File: src/sv/drm_pkg.sv
// drm_pkg: shared command codes, status codes and the result struct of the
// ordered ring store with remove-all-maximum.
// No dependencies.
`timescale 1ns / 1ps
`default_nettype none

package drm_pkg;

    // Field widths of one beat
    localparam int W_CMD   = 2;
    localparam int W_VALUE = 32;
    localparam int W_CNT   = 6;

    // Command codes
    localparam logic [W_CMD-1:0] CMD_PUSH_FRONT = 2'd0;
    localparam logic [W_CMD-1:0] CMD_PUSH_BACK  = 2'd1;
    localparam logic [W_CMD-1:0] CMD_REMOVE_MAX = 2'd2;
    localparam logic [W_CMD-1:0] CMD_CLEAR      = 2'd3;

    // Status codes
    localparam logic ST_DONE = 1'b0;
    localparam logic ST_FULL = 1'b1;

    // One result beat as it leaves the sequencer
    typedef struct packed {
        logic             valid;
        logic             status;
        logic [W_CNT-1:0] removed_count;
        logic [W_CNT-1:0] stored_count;
    } t_res;

endpackage

`default_nettype wire

File: src/sv/drm_ram.sv
// drm_ram: ring storage, one write port and one read port, registered read.
// Depends on drm_pkg; entries have no reset.
`timescale 1ns / 1ps
`default_nettype none

module drm_ram #(
    parameter int DEPTH = 32
) (
    input  wire logic                                   i_clk,
    input  wire logic                                   i_we,
    input  wire logic [((DEPTH > 1) ? $clog2(DEPTH) : 1)-1:0] i_waddr,
    input  wire logic [drm_pkg::W_VALUE-1:0]            i_wdata,
    input  wire logic                                   i_re,
    input  wire logic [((DEPTH > 1) ? $clog2(DEPTH) : 1)-1:0] i_raddr,
    output logic      [drm_pkg::W_VALUE-1:0]            o_rdata
);

    logic [drm_pkg::W_VALUE-1:0] r_mem [DEPTH];
    logic [drm_pkg::W_VALUE-1:0] r_rdata;

    // write port
    always_ff @(posedge i_clk) begin
        if (i_we) begin
            r_mem[i_waddr] <= i_wdata;
        end
    end

    // registered read port
    always_ff @(posedge i_clk) begin
        if (i_re) begin
            r_rdata <= r_mem[i_raddr];
        end
    end

    assign o_rdata = r_rdata;

endmodule

`default_nettype wire

File: src/sv/drm_ctrl.sv
// drm_ctrl: command sequencer. Holds head and count, runs the max scan and
// the in-order compaction over the ring memory.
// Depends on drm_pkg.
`timescale 1ns / 1ps
`default_nettype none

module drm_ctrl #(
    parameter int DEPTH = 32
) (
    input  wire logic                                   i_clk,
    input  wire logic                                   i_rst_n,
    input  wire logic                                   i_accept,
    input  wire logic [drm_pkg::W_CMD-1:0]              i_command,
    input  wire logic signed [drm_pkg::W_VALUE-1:0]     i_value,
    input  wire logic                                   i_res_free,
    output logic                                        o_ready,
    output drm_pkg::t_res                               o_res,
    output logic                                        o_we,
    output logic [((DEPTH > 1) ? $clog2(DEPTH) : 1)-1:0] o_waddr,
    output logic [drm_pkg::W_VALUE-1:0]                 o_wdata,
    output logic                                        o_re,
    output logic [((DEPTH > 1) ? $clog2(DEPTH) : 1)-1:0] o_raddr,
    input  wire logic [drm_pkg::W_VALUE-1:0]            i_rd_data
);

    localparam int AW = (DEPTH > 1) ? $clog2(DEPTH) : 1;
    localparam int CW = $clog2(DEPTH + 1);
    localparam logic [CW:0]   DEPTH_S   = (CW + 1)'(DEPTH);
    localparam logic [CW-1:0] DEPTH_C   = CW'(DEPTH);
    localparam logic [AW-1:0] LAST_SLOT = AW'(DEPTH - 1);

    localparam logic [1:0] S_IDLE = 2'd0;
    localparam logic [1:0] S_SCAN = 2'd1;
    localparam logic [1:0] S_PACK = 2'd2;
    localparam logic [1:0] S_DONE = 2'd3;

    // ring slot of position pos from the front
    function automatic logic [AW-1:0] slot_of(input logic [AW-1:0] head,
                                              input logic [CW-1:0] pos);
        logic [CW:0] sum;
        sum = (CW + 1)'(head) + {1'b0, pos};
        if (sum >= DEPTH_S) begin
            sum = sum - DEPTH_S;
        end
        return sum[AW-1:0];
    endfunction

    logic [1:0]                    r_state, n_state;
    logic [AW-1:0]                 r_head, n_head;
    logic [CW-1:0]                 r_count, n_count;
    logic [CW-1:0]                 r_idx, n_idx;
    logic [CW-1:0]                 r_keep, n_keep;
    logic [CW-1:0]                 r_removed, n_removed;
    logic signed [drm_pkg::W_VALUE-1:0] r_max, n_max;
    logic                          r_first, n_first;
    logic                          r_rv, n_rv;

    logic                          idle, full, is_last, issue;
    logic                          hit, keep_wr, is_push;
    logic [AW-1:0]                 head_dec;
    logic [CW-1:0]                 keep_sum;

    assign idle     = (r_state == S_IDLE);
    assign full     = (r_count == DEPTH_C);
    assign is_last  = (r_idx == r_count);
    assign issue    = ((r_state == S_SCAN) || (r_state == S_PACK)) && !is_last;
    assign head_dec = (r_head == '0) ? LAST_SLOT : r_head - 1'b1;
    assign is_push  = (i_command == drm_pkg::CMD_PUSH_FRONT)
                   || (i_command == drm_pkg::CMD_PUSH_BACK);

    // comparators: greater-than finds a new maximum while scanning, inequality a survivor while packing
    assign hit      = r_rv && (r_first || ($signed(i_rd_data) > r_max));
    assign keep_wr  = (r_state == S_PACK) && r_rv && (i_rd_data != r_max);
    assign keep_sum = r_keep + CW'(keep_wr);

    assign o_ready  = idle && i_res_free;

    // read port walks the ring from the front
    assign o_re     = issue;
    assign o_raddr  = slot_of(r_head, r_idx);

    // write port: pushes from idle, survivors while packing
    always_comb begin
        o_we    = 1'b0;
        o_waddr = slot_of(r_head, r_keep);
        o_wdata = i_rd_data;
        if (idle && i_accept && !full && (i_command == drm_pkg::CMD_PUSH_FRONT)) begin
            o_we    = 1'b1;
            o_waddr = head_dec;
            o_wdata = i_value;
        end else if (idle && i_accept && !full
                     && (i_command == drm_pkg::CMD_PUSH_BACK)) begin
            o_we    = 1'b1;
            o_waddr = slot_of(r_head, r_count);
            o_wdata = i_value;
        end else if (keep_wr) begin
            o_we    = 1'b1;
        end
    end

    // sequencer next state
    always_comb begin
        n_state   = r_state;
        n_head    = r_head;
        n_count   = r_count;
        n_idx     = r_idx;
        n_keep    = r_keep;
        n_removed = r_removed;
        n_max     = r_max;
        n_first   = r_first;
        n_rv      = issue;
        unique case (r_state)
            S_IDLE: begin
                if (i_accept) begin
                    unique case (i_command)
                        drm_pkg::CMD_PUSH_FRONT: begin
                            if (!full) begin
                                n_head  = head_dec;
                                n_count = r_count + 1'b1;
                            end
                        end
                        drm_pkg::CMD_PUSH_BACK: begin
                            if (!full) begin
                                n_count = r_count + 1'b1;
                            end
                        end
                        drm_pkg::CMD_REMOVE_MAX: begin
                            if (r_count != '0) begin
                                n_state = S_SCAN;
                                n_idx   = '0;
                                n_first = 1'b1;
                            end
                        end
                        default: begin
                            n_count = '0;
                            n_head  = '0;
                        end
                    endcase
                end
            end
            S_SCAN: begin
                if (issue) begin
                    n_idx = r_idx + 1'b1;
                end
                if (hit) begin
                    n_max   = $signed(i_rd_data);
                    n_first = 1'b0;
                end
                // last read data is consumed in this cycle
                if (is_last) begin
                    n_state = S_PACK;
                    n_idx   = '0;
                    n_keep  = '0;
                end
            end
            S_PACK: begin
                if (issue) begin
                    n_idx = r_idx + 1'b1;
                end
                n_keep = keep_sum;
                if (is_last) begin
                    n_count   = keep_sum;
                    n_removed = r_count - keep_sum;
                    n_state   = S_DONE;
                end
            end
            S_DONE: begin
                if (i_res_free) begin
                    n_state = S_IDLE;
                end
            end
            default: n_state = S_IDLE;
        endcase
    end

    // result beat
    always_comb begin
        o_res.valid = (idle && i_accept && (i_command != drm_pkg::CMD_REMOVE_MAX))
                   || (idle && i_accept && (i_command == drm_pkg::CMD_REMOVE_MAX)
                       && (r_count == '0))
                   || ((r_state == S_DONE) && i_res_free);
        o_res.status        = (idle && is_push && full) ? drm_pkg::ST_FULL
                                                        : drm_pkg::ST_DONE;
        o_res.removed_count = (r_state == S_DONE) ? drm_pkg::W_CNT'(r_removed)
                                                  : '0;
        o_res.stored_count  = drm_pkg::W_CNT'(n_count);
    end

    // control state
    always_ff @(posedge i_clk) begin
        if (!i_rst_n) begin
            r_state <= S_IDLE;
            r_head  <= '0;
            r_count <= '0;
            r_rv    <= 1'b0;
        end else begin
            r_state <= n_state;
            r_head  <= n_head;
            r_count <= n_count;
            r_rv    <= n_rv;
        end
    end

    // working registers
    always_ff @(posedge i_clk) begin
        r_idx     <= n_idx;
        r_keep    <= n_keep;
        r_removed <= n_removed;
        r_max     <= n_max;
        r_first   <= n_first;
    end

endmodule

`default_nettype wire

File: src/sv/deque_remove_all_max_core.sv
// deque_remove_all_max_core: top level of the ordered ring store.
// Depends on drm_pkg, drm_ram and drm_ctrl.
`timescale 1ns / 1ps
`default_nettype none

// Ordered store of up to DEPTH signed 32-bit values in a ring memory. Push
// front, push back and clear are taken while idle; their result beat passes
// the pending result register and then the output register. Remove-all-max
// on a non-empty store stalls the input until it is done: the single read
// port of the ring memory walks every entry once to find the maximum and
// once more to compact the survivors in order. On an empty store it answers
// like a push, with no scan. A pending result register and the output
// register decouple the two channels, so a new beat is taken while one
// result still waits in the output register; with both full the input stalls.
module deque_remove_all_max_core #(
    parameter int DEPTH = 32
) (
    input  wire logic                               i_clk,
    input  wire logic                               i_rst_n,
    input  wire logic                               i_valid,
    output logic                                    o_stall,
    input  wire logic [drm_pkg::W_CMD-1:0]          i_command,
    input  wire logic signed [drm_pkg::W_VALUE-1:0] i_value,
    output logic                                    o_valid,
    input  wire logic                               i_stall,
    output logic                                    o_status,
    output logic      [drm_pkg::W_CNT-1:0]          o_removed_count,
    output logic      [drm_pkg::W_CNT-1:0]          o_stored_count
);

    localparam int AW = (DEPTH > 1) ? $clog2(DEPTH) : 1;

    logic                        ready, accept, out_free, res_free;
    drm_pkg::t_res               res;
    drm_pkg::t_res               r_pend, r_out;
    logic                        r_pv, r_ov;
    logic                        we, re;
    logic [AW-1:0]               waddr, raddr;
    logic [drm_pkg::W_VALUE-1:0] wdata, rdata;

    // handshake
    assign out_free = !r_ov || !i_stall;
    assign res_free = !r_pv || out_free;
    assign o_stall  = !ready;
    assign accept   = i_valid && ready;

    drm_ctrl #(
        .DEPTH (DEPTH)
    ) u_ctrl (
        .i_clk      (i_clk),
        .i_rst_n    (i_rst_n),
        .i_accept   (accept),
        .i_command  (i_command),
        .i_value    (i_value),
        .i_res_free (res_free),
        .o_ready    (ready),
        .o_res      (res),
        .o_we       (we),
        .o_waddr    (waddr),
        .o_wdata    (wdata),
        .o_re       (re),
        .o_raddr    (raddr),
        .i_rd_data  (rdata)
    );

    drm_ram #(
        .DEPTH (DEPTH)
    ) u_ram (
        .i_clk   (i_clk),
        .i_we    (we),
        .i_waddr (waddr),
        .i_wdata (wdata),
        .i_re    (re),
        .i_raddr (raddr),
        .o_rdata (rdata)
    );

    // pending and output valid flags
    always_ff @(posedge i_clk) begin
        if (!i_rst_n) begin
            r_pv <= 1'b0;
            r_ov <= 1'b0;
        end else begin
            if (out_free) begin
                r_ov <= r_pv;
            end
            if (res.valid) begin
                r_pv <= 1'b1;
            end else if (out_free) begin
                r_pv <= 1'b0;
            end
        end
    end

    // result payload stages
    always_ff @(posedge i_clk) begin
        if (out_free) begin
            r_out <= r_pend;
        end
        if (res.valid) begin
            r_pend <= res;
        end
    end

    assign o_valid         = r_ov;
    assign o_status        = r_out.status;
    assign o_removed_count = r_out.removed_count;
    assign o_stored_count  = r_out.stored_count;

endmodule

`default_nettype wire

File: config.mk
export PLATFORM = sky130hd
export DESIGN_NAME = deque_remove_all_max_core
export DESIGN_NICKNAME = d
export VERILOG_FILES = /design/src/sv/drm_pkg.sv /design/src/sv/drm_ram.sv /design/src/sv/drm_ctrl.sv /design/src/sv/deque_remove_all_max_core.sv
export SDC_FILE = /design/constraint.sdc
export NUM_CORES = 1
export LEC_CHECK = 0
export ABC_AREA = 1
export BUFFER_PORTS_ARGS = -buffer_cell sky130_fd_sc_hd__buf_2
export CAP_MARGIN = 15
export CORE_ASPECT_RATIO = 1.25
export CORE_MARGIN = 4
export CORE_UTILIZATION = 35
export DETAILED_ROUTE_END_ITERATION = 6
export HOLD_SLACK_MARGIN = 0.1
export PLACE_DENSITY = 0.47
export SLEW_MARGIN = 10
export SYNTH_ARGS = -nofsm -noshare
export SYNTH_HDL_FRONTEND = slang
export SYNTH_SLANG_ARGS = --single-unit
File: constraint.sdc
create_clock -name i_clk -period 8.65 [get_ports i_clk]
set_input_delay 2.1625 -clock i_clk [delete_from_list [all_inputs] [get_ports i_clk]]
set_output_delay 2.1625 -clock i_clk [all_outputs]
set_load 0.05 [all_outputs]
**Word level (Yosys, flattened, before mapping)**

Memory sizes are Yosys's and may differ from the RTL's. A register that Yosys moved wholly into a read port is not among the register bits.
Index checks and enable logic that the tools add are counted.

- Add/sub/neg operators: 11
- $lt $le $gt $ge: 4
- Equal/unequal tests: 17
- Multiplexer cells: 43
- Bitwise logic cells: 1
- Reduce and logical (&&, ||, !) cells: 47

Operator list:

| operator | number |
|---|---|
| $mux 32 | 2 |
| $mux 6 | 9 |
| $pmux 6 s2 | 3 |
| $mux 5 | 7 |
| $gt 32x32->1 | 1 |
| $ne 32x32->1 | 1 |
| $add 5x6->7 | 3 |
| $ge 7x6->1 const B | 3 |
| $sub 5x1->5 const B | 4 |
| $pmux 6 s3 | 1 |
| $logic_and 1x1->1 | 16 |
| $add 6x1->6 const B | 2 |
| $mux 1 | 12 |
| $mux 2 | 6 |
| $ne 2x1->1 const B | 5 |
| $pmux 5 s2 | 1 |
| $ne 2x2->1 const B | 4 |
| $pmux 2 s4 | 1 |
| $reduce_and 4->1 | 2 |
| $logic_or 1x1->1 | 7 |
| $add 6x1->6 | 1 |
| $eq 2x2->1 const B | 3 |
| $eq 6x6->1 | 1 |
| $eq 6x6->1 const B | 1 |
| other kinds (15) | 27 |

- Flip-flop bits (word level): 93
- RAM bits: 1024
- Word-level logic and storage cells: 141
- Memories kept: 1

Memory list:

| name | words | width | read ports | clocked after Yosys merged registers in | wr ports | RTL line | text |
|---|---|---|---|---|---|---|---|
| u_ram.r_mem | 32 | 32 | 1 | 1 | 1 | drm_ram.sv:18 | `logic [drm_pkg::W_VALUE-1:0] r_mem [DEPTH];` |

**Logic depth before layout (Yosys ltp)**

- Depth after elaboration: 12
- Mapped depth: 21
- Mapped depth without buffers: 20

**Modules after synthesis**

Synthesis repeated with hierarchy kept, for this count alone.

- Cell total of the unflattened synthesis: 4143
- Area, all modules: 48546.6 um2

Modules (own cells, without submodules):

| module | instances | cells each | area each (um2) |
|---|---|---|---|
| drm_ram | 1 | 3536 | 42726.0 |
| drm_ctrl | 1 | 569 | 4949.7 |
| deque_remove_all_max_core | 1 | 38 | 870.8 |

**Worst setup path after synthesis**

No wires, ideal clock.

- Kind: input -> register
- Start point: input port i_stall
- End point: memory u_ram.r_mem[10][0] (netlist bit), enable pin
- Setup time: 421 ps
- Data arrival time: 5766 ps
- Required time: 8229 ps
- Path slack: 2463 ps
- Stages: 18
- Path buffers: 0
- Cell sequence: nand3_2 > nand2_1 > nor2_4 > inv_2 > nor2_4 > nand2_4 > o21ai_0 > ha_1 > inv_1 > fa_1 > o21ai_0 > xor2_1 > inv_1 > nand2_2 > nand2_1 > nand2_2 > nand4_2 > nor2_1

- Longest elaborated chain between the ends: 12
- Elaborated cells on any way between the ends: 15
- Classes of those cells: mux: 6; reduce/logical: 9

RTL lines:

| what | RTL line | text |
|---|---|---|
| start, declared | deque_remove_all_max_core.sv:25 | `input wire logic i_stall,` |
| $logic_not 1->1 (*) | deque_remove_all_max_core.sv:42 | `assign out_free = !r_ov \|\| !i_stall;` |
| $logic_or 1x1->1 (*) | deque_remove_all_max_core.sv:42 |  |
| $logic_or 1x1->1 (*) | deque_remove_all_max_core.sv:43 | `assign res_free = !r_pv \|\| out_free;` |
| $logic_and 1x1->1 (*) | drm_ctrl.sv:76 | `assign o_ready = idle && i_res_free;` |
| $logic_and 1x1->1 (*) | deque_remove_all_max_core.sv:45 | `assign accept = i_valid && ready;` |
| $logic_and 1x1->1 (*) (2 in series) | drm_ctrl.sv:87, drm_ctrl.sv:91 |  |
| $logic_and 1x1->1 | drm_ctrl.sv:92 | `&& (i_command == drm_pkg::CMD_PUSH_BACK)) begin` |
| $mux 1 | drm_ctrl.sv:91 | `end else if (idle && i_accept && !full` |
| $mux 1 | drm_ctrl.sv:87 | `if (idle && i_accept && !full && (i_command == drm_pkg::CMD_PUSH_FRONT)) begin` |
| $mux 1 | drm_ram.sv:23 | `if (i_we) begin` |
| $mux 1 (implied by the code) | drm_ram.sv:24 | `r_mem[i_waddr] <= i_wdata;` |
| end, declared | drm_ram.sv:18 |  |

Every way passes the cells marked *; elsewhere a longest branch is shown, timed or not.

**Final worst setup path**

- Start point: input port i_stall
- End point: memory u_ram.r_mem[13][28] (netlist bit), enable pin

Same word-level chain as after synthesis.

==> impl_metrics.env <==
export IMPL_rsz0062_at_grt="no"
export IMPL_critPathBufInv=5
export IMPL_synth_top_family_by_area="compound AO/OA/AOI/OAI gates"
export IMPL_synth_compound_area_share_pct=9.83
export IMPL_utilization_pct=40.2
export IMPL_worst_ep_required_time_ns=9.07
export IMPL_firstDrtPassIters=5
export IMPL_crit_path_end_kind="flip-flop"
export IMPL_tns_ns=0
export IMPL_min_path_type="flip-flop to flip-flop"
export IMPL_synth_area_per_cell_sq_um=14.5
export IMPL_drive_above_1_share_pct=11.2
export IMPL_via_per_inst=5.46
export IMPL_netSwitchingPower_uw=5170
export IMPL_relSlewSlack_pct=22.1
export IMPL_grt_use_total_pct=19.3
export IMPL_hold_ws_ns=0.421
export IMPL_gp_congestion=0.861
export IMPL_routed_wl_mm=137
export IMPL_fp_dieArea_sq_um=140000
export IMPL_nNetsFinal=3382
export IMPL_synth_most_common_cell="edfxtp_1"
export IMPL_skew_ns=0.0340
export IMPL_clock_sinks=1149
export IMPL_synth_async_reset_ratio_pct=0
export IMPL_yosysWarnings=0
export IMPL_synth_xor_area_share_pct=0.374
export IMPL_die_w_um=335
export IMPL_vdd_drop_max_v=0.000203
export IMPL_post_cts_setup_buffer_count=0
export IMPL_clk_root_buffer_cell="clkbuf_16"
export IMPL_rows=149
export IMPL_pwr_share_seq_pct=43.9
export IMPL_fin_crit_sh_pct=69.4
export IMPL_drtAntennaViolNets=0
export IMPL_yosysSeqAreaShare_pct=73.3
export IMPL_start_kind="input pin"
export IMPL_p_int_uw=10500
export IMPL_grt_overflow=0
export IMPL_synth_area_leader_cell="edfxtp_1"
export IMPL_synthFlopType="edfxtp_1"
export IMPL_io_pins=53
export IMPL_synth_top_cells_by_count="edfxtp_1, nor2_1, o21ai_0"
export IMPL_vias=27900
export IMPL_cts_resized=0
export IMPL_p_per_area_nw_per_um2=293
export IMPL_numCtsBuffers=114
export IMPL_die_y_um=417
export IMPL_synth_top_area_share_pct=72.6
export IMPL_synth_cells=3228
export IMPL_grt_max_degree=179
export IMPL_cts_hold_buf=0
export IMPL_p_sw_share_pct=33.0
export IMPL_drc=0
export IMPL_critPathMaxFanout=22
export IMPL_grt_pass1_wl_mm=198
export IMPL_synth_area_top_cells="edfxtp_1, mux2i_1, o221ai_1"
export IMPL_min_period_ns=6.01
export IMPL_combPwrFrac_pct=25.0
export IMPL_clk_latency_ns=0.74
export IMPL_synth_fa_ha_area_share_pct=1.76
export IMPL_ff2ff_setup_slack_ns=3.28
export IMPL_slew_violations=0
export IMPL_drt_initial_drc_count=2396
export IMPL_ctsLongestPathBuffers=3
export IMPL_syn_to_final_growth_pct=13.7
export IMPL_cap_violations=0
export IMPL_fin_total_pwr_uw=15600
export IMPL_cts_tree="done"
export IMPL_initial_core_util_pct=35.4
export IMPL_io_buffers=52
export IMPL_hold_viol_final=0
export IMPL_p_leak_uw=0.0180
export IMPL_clkTransAtPathRegs_ns=0.06
export IMPL_core_region_area_sq_um=133000
export IMPL_cp_top_family="simple AND/OR/NAND/NOR gates"
export IMPL_htree_levels=3
export IMPL_fin_ws_ns=2.64
export IMPL_grt_pass1_vias=28000
export IMPL_crit_arrival_ns=6.42
export IMPL_hpwlAfterDp_mm=81.5
export IMPL_synth_simple_area_share_pct=6.46
export IMPL_path_cells="buf_2 > nand3_2 > nand2_1 > nor2_4 > inv_2 > nor2_4 > nand2_4 > o21ai_0 > ha_1 > inv_1 > fa_1 > o21ai_0 > xor2_1 > inv_1 > nand2_2 > nand2_1 > nand2_2 > nand4_2 > nor2_4 > buf_4"
export IMPL_status="completed"
export IMPL_pre_cts_ws_ns=1.91
export IMPL_max_freq_mhz=167
export IMPL_ys_types=53
export IMPL_synth_edf_count=1133
export IMPL_crit_top_cell="nor2_4"
export IMPL_setup_viol=0
export IMPL_synthMuxAreaShare_pct=5.47
export IMPL_crit_path_max_incr_delay_ns=0.95
export IMPL_critical_path_class="input pin to flip-flop"
export IMPL_slowest_stage="nor2_4"
export IMPL_synth_nets=3330
export IMPL_syn_cell_area_sq_um=46900
export IMPL_wl_per_cell_um=26.8
export IMPL_fillers=12000
export IMPL_tightest_slew_ns=1.17
export IMPL_pwr_share_clk_pct=31.0
export IMPL_antenna_found_initial=6
export IMPL_ys_ff_latch=1149
-- worst paths after layout --
path / cells after the start / end / startpoint
hold / removal: 0 / o_removed_count[4] / r_pend[10]
setup reg to reg: 20 / u_ram.r_mem[13][28] / u_ctrl.r_state[0]
setup / recovery: 20 / u_ram.r_mem[13][28] / i_stall
hold reg to reg: 0 / o_removed_count[4] / r_pend[10]
-- state kept, by name, summed over array words and instances (netlist names) --
| register | cells |
|---|---|
| u_ram.r_mem | 1024 |
| u_ctrl.r_max | 32 |
| u_ram.o_rdata | 32 |
| r_pend | 13 |
| o_removed_count | 6 |
| o_stored_count | 6 |
| u_ctrl.r_count | 6 |
| u_ctrl.r_idx | 6 |
| u_ctrl.r_keep | 6 |
| u_ctrl.r_removed | 6 |
| u_ctrl.r_head | 5 |
| u_ctrl.r_state | 2 |
| o_status | 1 |
| o_valid | 1 |
| r_pv | 1 |
| u_ctrl.r_first | 1 |
| u_ctrl.r_rv | 1 |
-- cells in the final DEF, fill, tap and decap left out, drive strengths merged, types with 2 or more instances in the layout --
cell type	n
a211oi	4
a21o	2
a21oi	102
buf	136
bufinv	7
clkbuf	138
clkinv	52
clkinvlp	4
dfxtp	16
diode	2
edfxtp	1133
fa	3
ha	61
inv	129
mux2i	256
nand2	276
nand3	88
nand4	17
nor2	325
nor3	5
nor3b	3
nor4	2
o211ai	3
o21ai	284
o221ai	256
o22ai	4
o31ai	35
xnor2	4
xor2	16
-- power by group through the flow --
stage                     combinational (uW)  clock [uW]  sequential [uW]
final                                   3920        4850             6880
after global routing                    4240        5180             6890
after CTS                               3950        4970             6890
after detailed placement                3940           0             7010
after global placement                  3870           0             7010
after floorplan                         2270           0             7000
-- area by class of cell --
| cell class | count | area, sq um | share of cell area [%] |
|---|---|---|---|
| antenna | 2 | 5.00 | 0.00938 |
| clock buffer | 138 | 3030 | 5.67 |
| clock inverter | 68 | 583 | 1.09 |
| inverter | 124 | 483 | 0.906 |
| multi-input combinational | 1755 | 11500 | 21.6 |
| sequential | 1149 | 34300 | 64.4 |
| tap | 1736 | 2170 | 4.07 |
| timing repair buffer | 136 | 1180 | 2.22 |
-- per-layer routing --
layer  routed length [um]  GRT usage [%]  part of all wire (%)
met3                 6010           2.27                   4.4
met1                57100           24.7                    42
met4                 3240           5.09                   2.4
met2                70700           34.6                    52
met5                    0              0                     0
-- kinds of logic after synthesis --
kind of cell | Yosys count
AOI/OAI and AO/OA | 697
xor gates and xnor gates | 20
adders and majority gates | 64
buffers and inverters | 324
DFF | 1149
muxes | 256
and+or+nand+nor | 718
-- through the flow --
step / instances / area (sq um)
after global routing: 5107 / 53300
after floorplan: 3228 / 46900
final: 5108 / 53300
after CTS: 5100 / 53200
after detailed placement: 4894 / 49600
after global placement: 4891 / 49500
(Power assumes the default switching activity.)
